**src/sv/dbc_pkg.sv**
```systemverilog
// ----------------------------------------------------------------------------
// dbc_pkg
// Shared types and constants for the debounce block with chatter guard:
// scan and event items, configuration register codes, event kinds.
// ----------------------------------------------------------------------------
`default_nettype none

package dbc_pkg;

	// Field widths of the configuration registers
	localparam int DebW = 20;
	localparam int LimW = 8;
	localparam int WinW = 16;

	// Configuration port
	localparam int CfgIdxW  = 3;
	localparam int CfgDataW = 20;

	// Scan pins carried by one item, and the event cap per scan
	localparam int PinW      = 8;
	localparam int MaxEvents = 8;

	localparam logic [LimW-1:0] CountSat = 8'd255;

	typedef enum logic [CfgIdxW-1:0] {
		RegCamDebounce  = 3'd0,
		RegBeamDebounce = 3'd1,
		RegCamLimit     = 3'd2,
		RegBeamLimit    = 3'd3,
		RegRateWindow   = 3'd4,
		RegBallLockout  = 3'd5
	} cfg_reg_t;

	typedef enum logic [1:0] {
		EvCamEdge  = 2'd0,
		EvBallPass = 2'd1,
		EvChatter  = 2'd2
	} evt_kind_t;

	typedef struct packed {
		logic [PinW-1:0] pin_levels;
		logic [31:0]     stamp_us;
		logic [31:0]     stamp_ms;
		logic            clear_fault;
	} scan_t;

	typedef struct packed {
		logic [2:0]  input_index;
		logic [1:0]  event_kind;
		logic        asserted_edge;
		logic [31:0] event_ms;
		logic        last_event;
	} event_t;

	// Per-pin result of one evaluation
	typedef struct packed {
		logic fire;  // debounced level change this scan
		logic over;  // that change exceeds the rate limit
	} pin_stat_t;

endpackage

`default_nettype wire

```
**src/sv/dbc_pin.sv**
```systemverilog
// ----------------------------------------------------------------------------
// dbc_pin
// One pin: candidate tracking, time-based debounce and edge-rate window.
// ----------------------------------------------------------------------------
`default_nettype none

module dbc_pin (
	input  wire logic                        clk,
	input  wire logic                        arst_n,
	input  wire logic                        seed,
	input  wire logic                        upd,
	input  wire logic                        asserted,
	input  wire logic [31:0]                 stamp_us,
	input  wire logic [31:0]                 stamp_ms,
	input  wire logic [dbc_pkg::DebW-1:0]    settle_us,
	input  wire logic [dbc_pkg::LimW-1:0]    edge_limit,
	input  wire logic [dbc_pkg::WinW-1:0]    window_ms,
	output dbc_pkg::pin_stat_t               stat
);

	logic                     stable_q;
	logic                     cand_q;
	logic [31:0]              since_q;
	logic [31:0]              wstart_q;
	logic [dbc_pkg::LimW-1:0] cnt_q;

	logic                     cand_chg;
	logic [31:0]              since_eff;
	logic [31:0]              held_us;
	logic                     fire;
	logic                     win_exp;
	logic [dbc_pkg::LimW-1:0] cnt_base;
	logic [dbc_pkg::LimW-1:0] cnt_next;

	always_comb begin
		cand_chg  = asserted != cand_q;
		since_eff = cand_chg ? stamp_us : since_q;
		held_us   = stamp_us - since_eff;
		fire      = (asserted != stable_q) && (held_us >= 32'(settle_us));
		win_exp   = (stamp_ms - wstart_q) >= 32'(window_ms);
		cnt_base  = win_exp ? '0 : cnt_q;
		cnt_next  = (cnt_base == dbc_pkg::CountSat) ? cnt_base : cnt_base + 1'b1;
		stat.fire = fire;
		stat.over = fire && (cnt_next > edge_limit);
	end

	always_ff @(posedge clk or negedge arst_n) begin
		if (!arst_n) begin
			stable_q <= 1'b0;
			cand_q   <= 1'b0;
			since_q  <= '0;
			wstart_q <= '0;
			cnt_q    <= '0;
		end else if (seed) begin
			stable_q <= asserted;
			cand_q   <= asserted;
			since_q  <= stamp_us;
			wstart_q <= stamp_ms;
			cnt_q    <= '0;
		end else if (upd) begin
			cand_q  <= asserted;
			since_q <= since_eff;
			if (fire) begin
				stable_q <= asserted;
				cnt_q    <= cnt_next;
				if (win_exp) begin
					wstart_q <= stamp_ms;
				end
			end
		end
	end

endmodule

`default_nettype wire

```
**src/sv/dbc_evt_queue.sv**
```systemverilog
// ----------------------------------------------------------------------------
// dbc_evt_queue
// Holds the events of one scan and hands them out one item per cycle while
// evt_ready is high, lowest pin first, marking the final one.
// ----------------------------------------------------------------------------
`default_nettype none

module dbc_evt_queue #(
	parameter int NUM_INPUTS = 8
) (
	input  wire logic                                    clk,
	input  wire logic                                    arst_n,
	input  wire logic                                    load,
	input  wire logic [NUM_INPUTS-1:0]                   load_mask,
	input  wire dbc_pkg::evt_kind_t [NUM_INPUTS-1:0]     load_kind,
	input  wire logic [NUM_INPUTS-1:0]                   load_edge,
	input  wire logic [31:0]                             load_ms,
	output logic                                         busy,
	output logic                                         evt_valid,
	input  wire logic                                    evt_ready,
	output dbc_pkg::event_t                              evt
);

	localparam int IdxW = (NUM_INPUTS > 1) ? $clog2(NUM_INPUTS) : 1;
	localparam int CapN = (NUM_INPUTS > dbc_pkg::MaxEvents) ? NUM_INPUTS : dbc_pkg::MaxEvents;
	localparam int CntW = $clog2(CapN + 1);

	logic [NUM_INPUTS-1:0]               mask_q;
	dbc_pkg::evt_kind_t [NUM_INPUTS-1:0] kind_q;
	logic [NUM_INPUTS-1:0]               edge_q;
	logic [31:0]                         ms_q;

	logic [NUM_INPUTS-1:0] kept;
	logic [CntW-1:0]       seen;
	logic [NUM_INPUTS-1:0] head;
	logic [NUM_INPUTS-1:0] rest;
	logic [IdxW-1:0]       idx;

	// Keep only the first events of a scan, up to the cap
	always_comb begin
		kept = '0;
		seen = '0;
		for (int i = 0; i < NUM_INPUTS; i++) begin
			if (load_mask[i] && (seen < CntW'(dbc_pkg::MaxEvents))) begin
				kept[i] = 1'b1;
				seen    = seen + 1'b1;
			end
		end
	end

	always_comb begin
		head = mask_q & (~mask_q + 1'b1);
		rest = mask_q & ~head;
		idx  = '0;
		for (int i = 0; i < NUM_INPUTS; i++) begin
			if (head[i]) begin
				idx = IdxW'(i);
			end
		end
		busy              = |mask_q;
		evt_valid         = busy;
		evt.input_index   = 3'(idx);
		evt.event_kind    = kind_q[idx];
		evt.asserted_edge = edge_q[idx];
		evt.event_ms      = ms_q;
		evt.last_event    = ~|rest;
	end

	always_ff @(posedge clk or negedge arst_n) begin
		if (!arst_n) begin
			mask_q <= '0;
		end else if (load) begin
			mask_q <= kept;
		end else if (evt_valid && evt_ready) begin
			mask_q <= rest;
		end
	end

	always_ff @(posedge clk) begin
		if (load) begin
			kind_q <= load_kind;
			edge_q <= load_edge;
			ms_q   <= load_ms;
		end
	end

endmodule

`default_nettype wire

```
**src/sv/debounce_with_chatter_guard_core.sv**
```systemverilog
// ----------------------------------------------------------------------------
// debounce_with_chatter_guard_core
// Time-based debounce of active-low cam and ball-beam pins with an
// edge-rate chatter fault and a shared ball lockout.
// ----------------------------------------------------------------------------
// Each scan item carries the raw pin levels (zero = asserted) and microsecond
// and millisecond stamps; all time differences wrap at 32 bits. A scan is
// registered, then evaluated for every pin combinationally; its state is
// committed when it leaves the input register. A scan that raises no event
// commits at once, so such scans stream at one item per cycle. A scan that
// raises k events (at most eight are kept, lowest pin first) loads the event
// queue, which drives one result item per cycle onto the output port while
// evt_ready is high; the next scan that raises events waits in the input
// register until the queue has drained. The first scan after reset only
// seeds the pin state and gives no result. Configuration writes are accepted
// every cycle and must only be issued while the block is idle.
// ----------------------------------------------------------------------------
`default_nettype none

module debounce_with_chatter_guard_core #(
	parameter int NUM_INPUTS = 8,
	parameter int NUM_BEAMS  = 2
) (
	input  wire logic                            clk,
	input  wire logic                            arst_n,
	input  wire logic                            scan_valid,
	output logic                                 scan_ready,
	input  wire dbc_pkg::scan_t                  scan,
	output logic                                 evt_valid,
	input  wire logic                            evt_ready,
	output dbc_pkg::event_t                      evt,
	input  wire logic                            cfg_valid,
	output logic                                 cfg_ready,
	input  wire logic [dbc_pkg::CfgIdxW-1:0]     cfg_index,
	input  wire logic [dbc_pkg::CfgDataW-1:0]    cfg_data
);

	localparam int FirstBeam = NUM_INPUTS - NUM_BEAMS;

	// Configuration registers
	logic [dbc_pkg::DebW-1:0] cam_deb_q;
	logic [dbc_pkg::DebW-1:0] beam_deb_q;
	logic [dbc_pkg::LimW-1:0] cam_lim_q;
	logic [dbc_pkg::LimW-1:0] beam_lim_q;
	logic [dbc_pkg::WinW-1:0] window_q;
	logic [dbc_pkg::WinW-1:0] lockout_q;

	// Input register
	logic            valid_s1;
	dbc_pkg::scan_t  scan_s1;

	// Shared state
	logic        seeded_q;
	logic        chatter_q;
	logic [31:0] last_ball_q;

	logic                                commit;
	logic [NUM_INPUTS-1:0]               asrt;
	dbc_pkg::pin_stat_t [NUM_INPUTS-1:0] stat;
	logic [NUM_INPUTS-1:0]               evt_mask;
	logic [NUM_INPUTS-1:0]               fault_v;
	dbc_pkg::evt_kind_t [NUM_INPUTS-1:0] kind_v;
	logic [NUM_INPUTS-1:0]               edge_v;
	logic                                lat;
	logic                                ball_done;
	logic                                ball_old_ok;
	logic                                ball_zero;
	logic                                any_evt;
	logic                                q_busy;
	logic                                q_load;

	assign cfg_ready = 1'b1;

	always_ff @(posedge clk or negedge arst_n) begin
		if (!arst_n) begin
			cam_deb_q  <= 20'd5000;
			beam_deb_q <= 20'd1000;
			cam_lim_q  <= 8'd20;
			beam_lim_q <= 8'd40;
			window_q   <= 16'd1000;
			lockout_q  <= 16'd100;
		end else if (cfg_valid && cfg_ready) begin
			case (cfg_index)
				dbc_pkg::RegCamDebounce:  cam_deb_q  <= cfg_data;
				dbc_pkg::RegBeamDebounce: beam_deb_q <= cfg_data;
				dbc_pkg::RegCamLimit:     cam_lim_q  <= cfg_data[dbc_pkg::LimW-1:0];
				dbc_pkg::RegBeamLimit:    beam_lim_q <= cfg_data[dbc_pkg::LimW-1:0];
				dbc_pkg::RegRateWindow:   window_q   <= cfg_data[dbc_pkg::WinW-1:0];
				dbc_pkg::RegBallLockout:  lockout_q  <= cfg_data[dbc_pkg::WinW-1:0];
				default: ;
			endcase
		end
	end

	// Hold a scan in the input register until it commits. A scan with events
	// needs an empty queue; one without events always commits.
	assign commit     = valid_s1 && (!any_evt || !q_busy);
	assign scan_ready = !valid_s1 || commit;
	assign q_load     = commit && any_evt;

	always_ff @(posedge clk or negedge arst_n) begin
		if (!arst_n) begin
			valid_s1 <= 1'b0;
		end else if (scan_ready) begin
			valid_s1 <= scan_valid;
		end
	end

	always_ff @(posedge clk) begin
		if (scan_valid && scan_ready) begin
			scan_s1 <= scan;
		end
	end

	// Per-pin debounce and rate window; pins past the scan width read asserted
	for (genvar g = 0; g < NUM_INPUTS; g++) begin : g_pin
		localparam bit IsBeam = (g >= FirstBeam);
		if (g < dbc_pkg::PinW) begin : g_lvl
			assign asrt[g] = ~scan_s1.pin_levels[g];
		end else begin : g_tie
			assign asrt[g] = 1'b1;
		end
		dbc_pin u_pin (
			.clk         (clk),
			.arst_n      (arst_n),
			.seed        (commit && !seeded_q),
			.upd         (commit && seeded_q),
			.asserted    (asrt[g]),
			.stamp_us    (scan_s1.stamp_us),
			.stamp_ms    (scan_s1.stamp_ms),
			.settle_us   (IsBeam ? beam_deb_q : cam_deb_q),
			.edge_limit  (IsBeam ? beam_lim_q : cam_lim_q),
			.window_ms   (window_q),
			.stat        (stat[g])
		);
	end

	// Walk pins lowest first: the first over-limit edge latches the fault,
	// later ones drop silently; a ball inside the lockout is dropped, and a
	// second beam in the same scan only passes with a zero lockout.
	always_comb begin
		ball_old_ok = (scan_s1.stamp_ms - last_ball_q) >= 32'(lockout_q);
		ball_zero   = lockout_q == '0;
		lat         = chatter_q && !scan_s1.clear_fault;
		ball_done   = 1'b0;
		evt_mask    = '0;
		fault_v     = '0;
		edge_v      = '0;
		for (int i = 0; i < NUM_INPUTS; i++) begin
			kind_v[i] = dbc_pkg::EvCamEdge;
			if (seeded_q && stat[i].fire) begin
				if (stat[i].over) begin
					if (!lat) begin
						lat         = 1'b1;
						evt_mask[i] = 1'b1;
						fault_v[i]  = 1'b1;
						kind_v[i]   = dbc_pkg::EvChatter;
						edge_v[i]   = asrt[i];
					end
				end else if (i >= FirstBeam) begin
					if (asrt[i] && (ball_zero || (ball_old_ok && !ball_done))) begin
						ball_done   = 1'b1;
						evt_mask[i] = 1'b1;
						kind_v[i]   = dbc_pkg::EvBallPass;
						edge_v[i]   = 1'b1;
					end
				end else begin
					evt_mask[i] = 1'b1;
					edge_v[i]   = asrt[i];
				end
			end
		end
		any_evt = |evt_mask;
	end

	always_ff @(posedge clk or negedge arst_n) begin
		if (!arst_n) begin
			seeded_q    <= 1'b0;
			chatter_q   <= 1'b0;
			last_ball_q <= '0;
		end else if (commit) begin
			seeded_q  <= 1'b1;
			chatter_q <= lat;
			if (ball_done) begin
				last_ball_q <= scan_s1.stamp_ms;
			end
		end
	end

	dbc_evt_queue #(
		.NUM_INPUTS (NUM_INPUTS)
	) u_queue (
		.clk       (clk),
		.arst_n    (arst_n),
		.load      (q_load),
		.load_mask (evt_mask),
		.load_kind (kind_v),
		.load_edge (edge_v),
		.load_ms   (scan_s1.stamp_ms),
		.busy      (q_busy),
		.evt_valid (evt_valid),
		.evt_ready (evt_ready),
		.evt       (evt)
	);

	// Never overwrite events that are still being handed out
	a_load_empty: assert property (@(posedge clk) disable iff (!arst_n)
		q_load |-> !q_busy)
		else $error("event queue loaded while busy");

	// The seeding scan raises nothing
	a_seed_quiet: assert property (@(posedge clk) disable iff (!arst_n)
		(valid_s1 && !seeded_q) |-> !any_evt)
		else $error("events raised by seeding scan");

	// At most one chatter fault per scan
	a_one_fault: assert property (@(posedge clk) disable iff (!arst_n)
		$countones(fault_v) <= 1)
		else $error("more than one chatter fault in a scan");

	// The fault latch only drops on a committed clear
	a_fault_hold: assert property (@(posedge clk) disable iff (!arst_n)
		(chatter_q && !(commit && scan_s1.clear_fault)) |=> chatter_q)
		else $error("chatter fault dropped without clear");

	// A reported ball moves the lockout reference to the scan stamp
	a_ball_mark: assert property (@(posedge clk) disable iff (!arst_n)
		(commit && ball_done) |=> (last_ball_q == $past(scan_s1.stamp_ms)))
		else $error("ball lockout reference not updated");

endmodule

`default_nettype wire

```
**config.mk**
```make
export PLATFORM = sky130hd
export DESIGN_NAME = debounce_with_chatter_guard_core
export DESIGN_NICKNAME = d
export VERILOG_FILES = /design/src/sv/dbc_pkg.sv /design/src/sv/dbc_pin.sv /design/src/sv/dbc_evt_queue.sv /design/src/sv/debounce_with_chatter_guard_core.sv
export SDC_FILE = /design/constraint.sdc
export NUM_CORES = 2
export LEC_CHECK = 0
export BUFFER_PORTS_ARGS = -buffer_cell sky130_fd_sc_hd__buf_2
export CORE_MARGIN = 5
export CORE_UTILIZATION = 59
export DETAILED_ROUTE_END_ITERATION = 12
export PLACE_DENSITY_LB_ADDON = 0.05
export SKIP_CTS_REPAIR_TIMING = 1
export SYNTH_ARGS = -nofsm -noshare
export SYNTH_HDL_FRONTEND = slang
export SYNTH_HIERARCHICAL = 1
export SYNTH_SLANG_ARGS = --single-unit
export TNS_END_PERCENT = 5
```
**constraint.sdc**
```tcl
create_clock -name clk -period 13.04 [get_ports clk]
set_clock_uncertainty 0.05 [all_clocks]
set_input_delay 3.26 -clock clk [delete_from_list [all_inputs] [get_ports clk]]
set_output_delay 3.26 -clock clk [all_outputs]
set_load 0.05 [all_outputs]
```
### After elaboration in Yosys (flattened, before gate mapping)

Cells that the tools add are included.

| storage, ports and cells | value |
|---|---|
| register bits after elaboration | 852 |
| bits in latches | 0 |
| RAM bits | 0 |
| bits in read-only memories | 0 |
| output and inout port bits | 42 |
| memories | 0 |

| cells by class | value |
|---|---|
| $add $sub $neg | 32 |
| $mul | 0 |
| divide/modulo/power cells | 0 |
| magnitude comparators | 33 |
| equality and inequality tests | 29 |
| shift-type cells | 0 |
| mux-type cells | 239 |
| bitwise gates (word level) | 12 |
| reductions and logical operators | 104 |

Operators with widths:

| cell | number |
|---|---|
| $mux W32 | 56 |
| $sub A32 B32 Y32 | 17 |
| $mux W8 | 42 |
| $ge A32 B16 Y1 | 9 |
| $ge A32 B20 Y1 | 8 |
| $mux W1 | 116 |
| $add A8 B1 Y8 const B | 9 |
| $eq A8 B8 Y1 const B | 8 |
| $gt A8 B8 Y1 | 8 |
| $reduce_and A2 Y1 | 21 |
| $logic_and A1 B1 Y1 | 41 |
| $reduce_bool A2 Y1 | 18 |
| $mux W2 | 13 |
| $lt A4 B4 Y1 const B | 6 |
| $mux W4 | 6 |
| $reduce_and A3 Y1 | 8 |
| $reduce_or A8 Y1 | 3 |
| $add A4 B1 Y4 const B | 5 |
| $and A8 B8 Y8 | 2 |
| $logic_not A16 Y1 | 1 |
| $ne A1 B1 Y1 | 16 |
| $not A8 Y8 | 2 |
| $mux W3 | 4 |
| $not A1 Y1 | 8 |
| other kinds (11) | 22 |

### Logic depth before layout (Yosys ltp)

| logic depth | value |
|---|---|
| depth in word-level cells | 33 |
| mapped depth | 55 |
| gate-level depth less buffers | 51 |

### By module

The synthesis kept the hierarchy.

Modules (own cells, without submodules):

| module | instances | cells an instance | area each (sq um) | seq. area each (sq um) |
|---|---|---|---|---|
| dbc_pin (g_pin[1].u_pin ...) | 5 | 1053 | 8919.8 | 1851.8 |
| debounce_with_chatter_guard_core | 1 | 798 | 9923.3 | 5300.1 |
| dbc_pin (g_pin[0].u_pin) | 1 | 1076 | 9036.2 | 1851.8 |
| dbc_pin (g_pin[2].u_pin) | 1 | 1047 | 8908.5 | 1851.8 |
| dbc_pin (g_pin[7].u_pin) | 1 | 991 | 8424.3 | 1851.8 |
| dbc_evt_queue | 1 | 189 | 2760.1 | 1881.8 |

### Worst setup path before layout

OpenSTA, ideal clock, no wires.

| path | value |
|---|---|
| path kind | register to register |
| start | register scan_s1[1] (netlist bit) |
| end | register scan_s1[0] (netlist bit) (enable) |
| data arrival time | 12.007 ns |
| data required time | 12.442 ns |
| path slack | 0.435 ns |
| cell stages (with the launch flop) | 44 |
| cells stage by stage | edfxtp_1 -> inv_1 -> ha_1 -> fa_1 -> and2b_1 -> o2111ai_1 -> nand2_1 -> a31oi_1 -> o21ai_0 -> xor2_1 -> ha_1 -> a21oi_1 -> a21boi_0 -> nor4bb_1 -> nand4_1 -> a2111o_1 -> nor4_1 -> nand4_1 -> [... 8 more ...] -> clkbuf_1 -> nand2_1 -> xor2_1 -> nor2_1 -> ha_1 -> nand3_1 -> nor2_1 -> a211o_1 -> a21oi_1 -> o21ai_0 -> o311a_1 -> a31o_2 -> o21ai_0 -> and3_1 -> or4_1 -> nor4_1 -> a21bo_2 -> a31oi_1 |

RTL lines:

| item | RTL line | source |
|---|---|---|
| from (decl) | debounce_with_chatter_guard_core.sv:50 | `dbc_pkg::scan_t scan_s1;` |
| from (signal assigned) | debounce_with_chatter_guard_core.sv:111 | `scan_s1 <= scan;` |

==> impl_metrics.yaml <==
run_status:
  outcome: "finished clean"
route:
  routed_wl_mm: 285.0
  highest_layer: "met5"
  wl_per_cell_um: 24.73
  via_per_inst: 6.562
  wl_met2_mm: 127.5
  drt_iter0_markers: 6910
  detail-route-antenna-nets: 0
  first_pass_iters: 10
  drc: 0
  wl_met1_mm: 117.2
  vias: 75610
  wl_met3_mm: 20.94
layout:
  final_layout_size_suffix_gt1_frac: 0.1727
  fin_area_um2: 91810
  final_util: 0.6500
  nNetsFinal: 10559
  final_cells: 11523
  fill_cells: 12039
  syn_to_final_growth_pct: 9.754
die:
  die_area_um2: 149400
  core_um2: 141200
  rows: 138
  io_pins: 143
  start_util: 0.5923
  die_x_um: 386.5
  die_y_um: 386.5
yosys:
  yosysUniqueCellTypes: 136
  synth_seq_cells: 852
  synth_cells: 9366
  synth_seq_area_share: 0.2629
  netlist_top_cells_count: "ha_1 (909), inv_1 (865), a21oi_1 (773)"
  synth_area_leaders: "dfrtp_1 (21%), ha_1 (14%), mux2_2 (5.1%)"
  ys.warnings.count: 6
  synthArstFlopShare: 0.8486
  synth-main-ff-cell: "dfrtp_1"
  synth.avg_cell_area_um2: 8.931
  synth_top_area_frac: 0.2091
  synth_top_cell_by_area: "dfrtp_1"
  synth_edf_count: 129
  synth.most_common_cell: "ha_1"
  synth_area_um2: 83650
sta:
  slew_violations: 0
  fmax_mhz: 78.51
  hold_viol_final: 0
  max-slew-margin-rel: 0.1660
  final-setup-viol-count: 0
  worstMarginPinSlew_ns: 1.248
  layout_min_cycle_time_ns: 12.74
  fin_tns_setup_ns: 0
  fin_crit_sh: 0.9768
min_path:
  min_path_type: "reg2reg"
critical_path:
  arrival_ns: 9.43
  cpPeakStageDelay_ns: 0.60
  endpoint: "scan_ready"
  regToRegSetupSlack_ns: 1.54
  crit_required_ns: 9.73
  crit_path_end_kind: "primary output"
  worst_path_most_repeated_cell: "nand2_1"
  ff2ff_path_depth: 51
  r2r-start: "scan_s1[1]"
  cp_slowest_cell: "or4b_4"
  crit_fanout: 7
  r2r-end: "g_pin[1].u_pin/wstart_q[2]"
  path_class: "reg2out"
  crit_path_start_kind: "register"
  startpoint: "scan_s1[9]"
run:
  drv_cap: 0
placed_design:
  post-place-cells: 11244
  gp_congestion: 0.9938
  io_buffers: 141
  placed_area_um2: 86650
  dp_hpwl_mm: 213.0
clock_tree:
  cts_sinks: 852
  htreeDepth: 3
  numCtsBuffers: 105
  path_clk_slew_ns: 0.06
  cts_tree: "yes"
  cts.path.max_buffers: 3
  insertion_delay_ns: 0.75
  root_buffer: "clkbuf_16"
global_route:
  grt_start_max_net_pins: 153
  grt_overflow: 0
  grt_pass1_wl_mm: 426.6
  grt_usage: 0.3603
  grt_pass1_vias: 72209
  antenna_found_initial: 18
routing by layer:
metal	up-vias	GRT usage
li1	34934	-
met1	36799	0.4654
met2	3127	0.5799
met3	744	0.05785
met4	6	0.1961
met5	-	0
final cells by class:
class / instances / area, µm² / share of cell area
Multi-Input combinational cell: 7329 / 57650 / 0.6279
Sequential cell: 852 / 22000 / 0.2396
Inverter: 865 / 3247 / 0.03536
Clock buffer: 132 / 2942 / 0.03204
Timing Repair Buffer: 379 / 2743 / 0.02987
Tap cell: 1890 / 2365 / 0.02576
Clock inverter: 68 / 847.1 / 0.009226
Antenna cell: 8 / 20.02 / 0.0002180
cells in the final DEF, fill, tap and decap left out, types with 42 or more instances in the layout:
| master | count |
|---|---|
| nand3_1 | 219 |
| nor2b_1 | 67 |
| mux2_2 | 381 |
| a21oi_1 | 738 |
| ha_1 | 885 |
| nor3_1 | 178 |
| and3_1 | 74 |
| o21a_1 | 95 |
| buf_4 | 213 |
| clkbuf_16 | 109 |
| mux2_4 | 260 |
| nand4_1 | 182 |
| a211oi_1 | 94 |
| a31oi_1 | 84 |
| a21o_1 | 218 |
| nor2_1 | 516 |
| nand2_1 | 678 |
| xnor2_1 | 210 |
| nor4_1 | 65 |
| edfxtp_1 | 129 |
| o21ai_0 | 432 |
| and2_1 | 55 |
| nand2b_1 | 84 |
| o211ai_1 | 106 |
| mux2i_1 | 316 |
| dfrtp_1 | 699 |
| and4_1 | 42 |
| a21oi_2 | 63 |
| or3_1 | 61 |
| buf_2 | 139 |
| inv_1 | 864 |
| xor2_1 | 150 |
| o21ai_1 | 64 |
worst min-delay path by stage:
| stage | startpoint | endpoint | slack (ns) | depth (start not counted) |
|---|---|---|---|---|
| finish | g_pin[5].u_pin/stable_q | g_pin[5].u_pin/stable_q | 0.44 | 2 |
| global route | g_pin[3].u_pin/since_q[24] | g_pin[3].u_pin/since_q[24] | 0.46 | 1 |
| CTS | g_pin[5].u_pin/stable_q | g_pin[5].u_pin/stable_q | 0.44 | 2 |
| detailed placement | g_pin[0].u_pin/since_q[0] | g_pin[0].u_pin/since_q[0] | 0.43 | 2 |
| global placement | g_pin[0].u_pin/since_q[0] | g_pin[0].u_pin/since_q[0] | 0.41 | 2 |
| floorplan | g_pin[0].u_pin/since_q[0] | g_pin[0].u_pin/since_q[0] | 0.40 | 2 |
through the flow:
stage | worst slack [ns] | hold slack (ns)
6_report | 0.3022 | 0.4365
5_1_grt | -0.08902 | 0.4603
4_1_cts | -0.8268 | 0.4378
3_5_place_dp | 0.01736 | 0.4252
3_3_place_gp | 0.1292 | 0.4087
2_1_floorplan | 0.4350 | 0.3960
flip-flops by register name, summed over array words and instances (netlist names), 8 cells and up:
register,count
u_queue/edge_q,8
u_queue/ms_q,32
last_ball_q,32
cam_lim_q,8
g_pin.u_pin/stable_q,8
u_queue/mask_q,8
g_pin.u_pin/wstart_q,256
g_pin.u_pin/since_q,256
cam_deb_q,20
lockout_q,16
beam_deb_q,20
scan_s1,73
u_queue/kind_q,16
g_pin.u_pin/cand_q,8
beam_lim_q,8
window_q,16
g_pin.u_pin/cnt_q,64
kinds of logic (layout without fill, tap and decap cells):
| kind of cell | count (synthesis) | after routing | synth area share |
|---|---|---|---|
| AO/OA/AOI/OAI | 2583 | 2583 | 0.2103 |
| AND/OR/NAND/NOR | 2483 | 2483 | 0.1516 |
| buffers and inverters | 1190 | 1444 | 0.05989 |
| multiplexers | 959 | 959 | 0.1360 |
| adder cells (fa/ha/maj) | 928 | 928 | 0.1403 |
| flip-flops | 852 | 852 | 0.2629 |
| XOR/XNOR | 369 | 369 | 0.03881 |
| other | 2 | 15 | 0.00008978 |
critical path: cells and delay by family (launching register included):
kind            cells  cell delay (ns)
flops               1             0.39
fa+ha+maj           4             1.17
compound gates     14             2.39
simple gates       19             3.48
xor+xnor            1             0.24
buf+inv             6             0.96
Power is not shown: default switching activity piles up to over one toggle a cycle in this logic, so the estimate is an artifact.
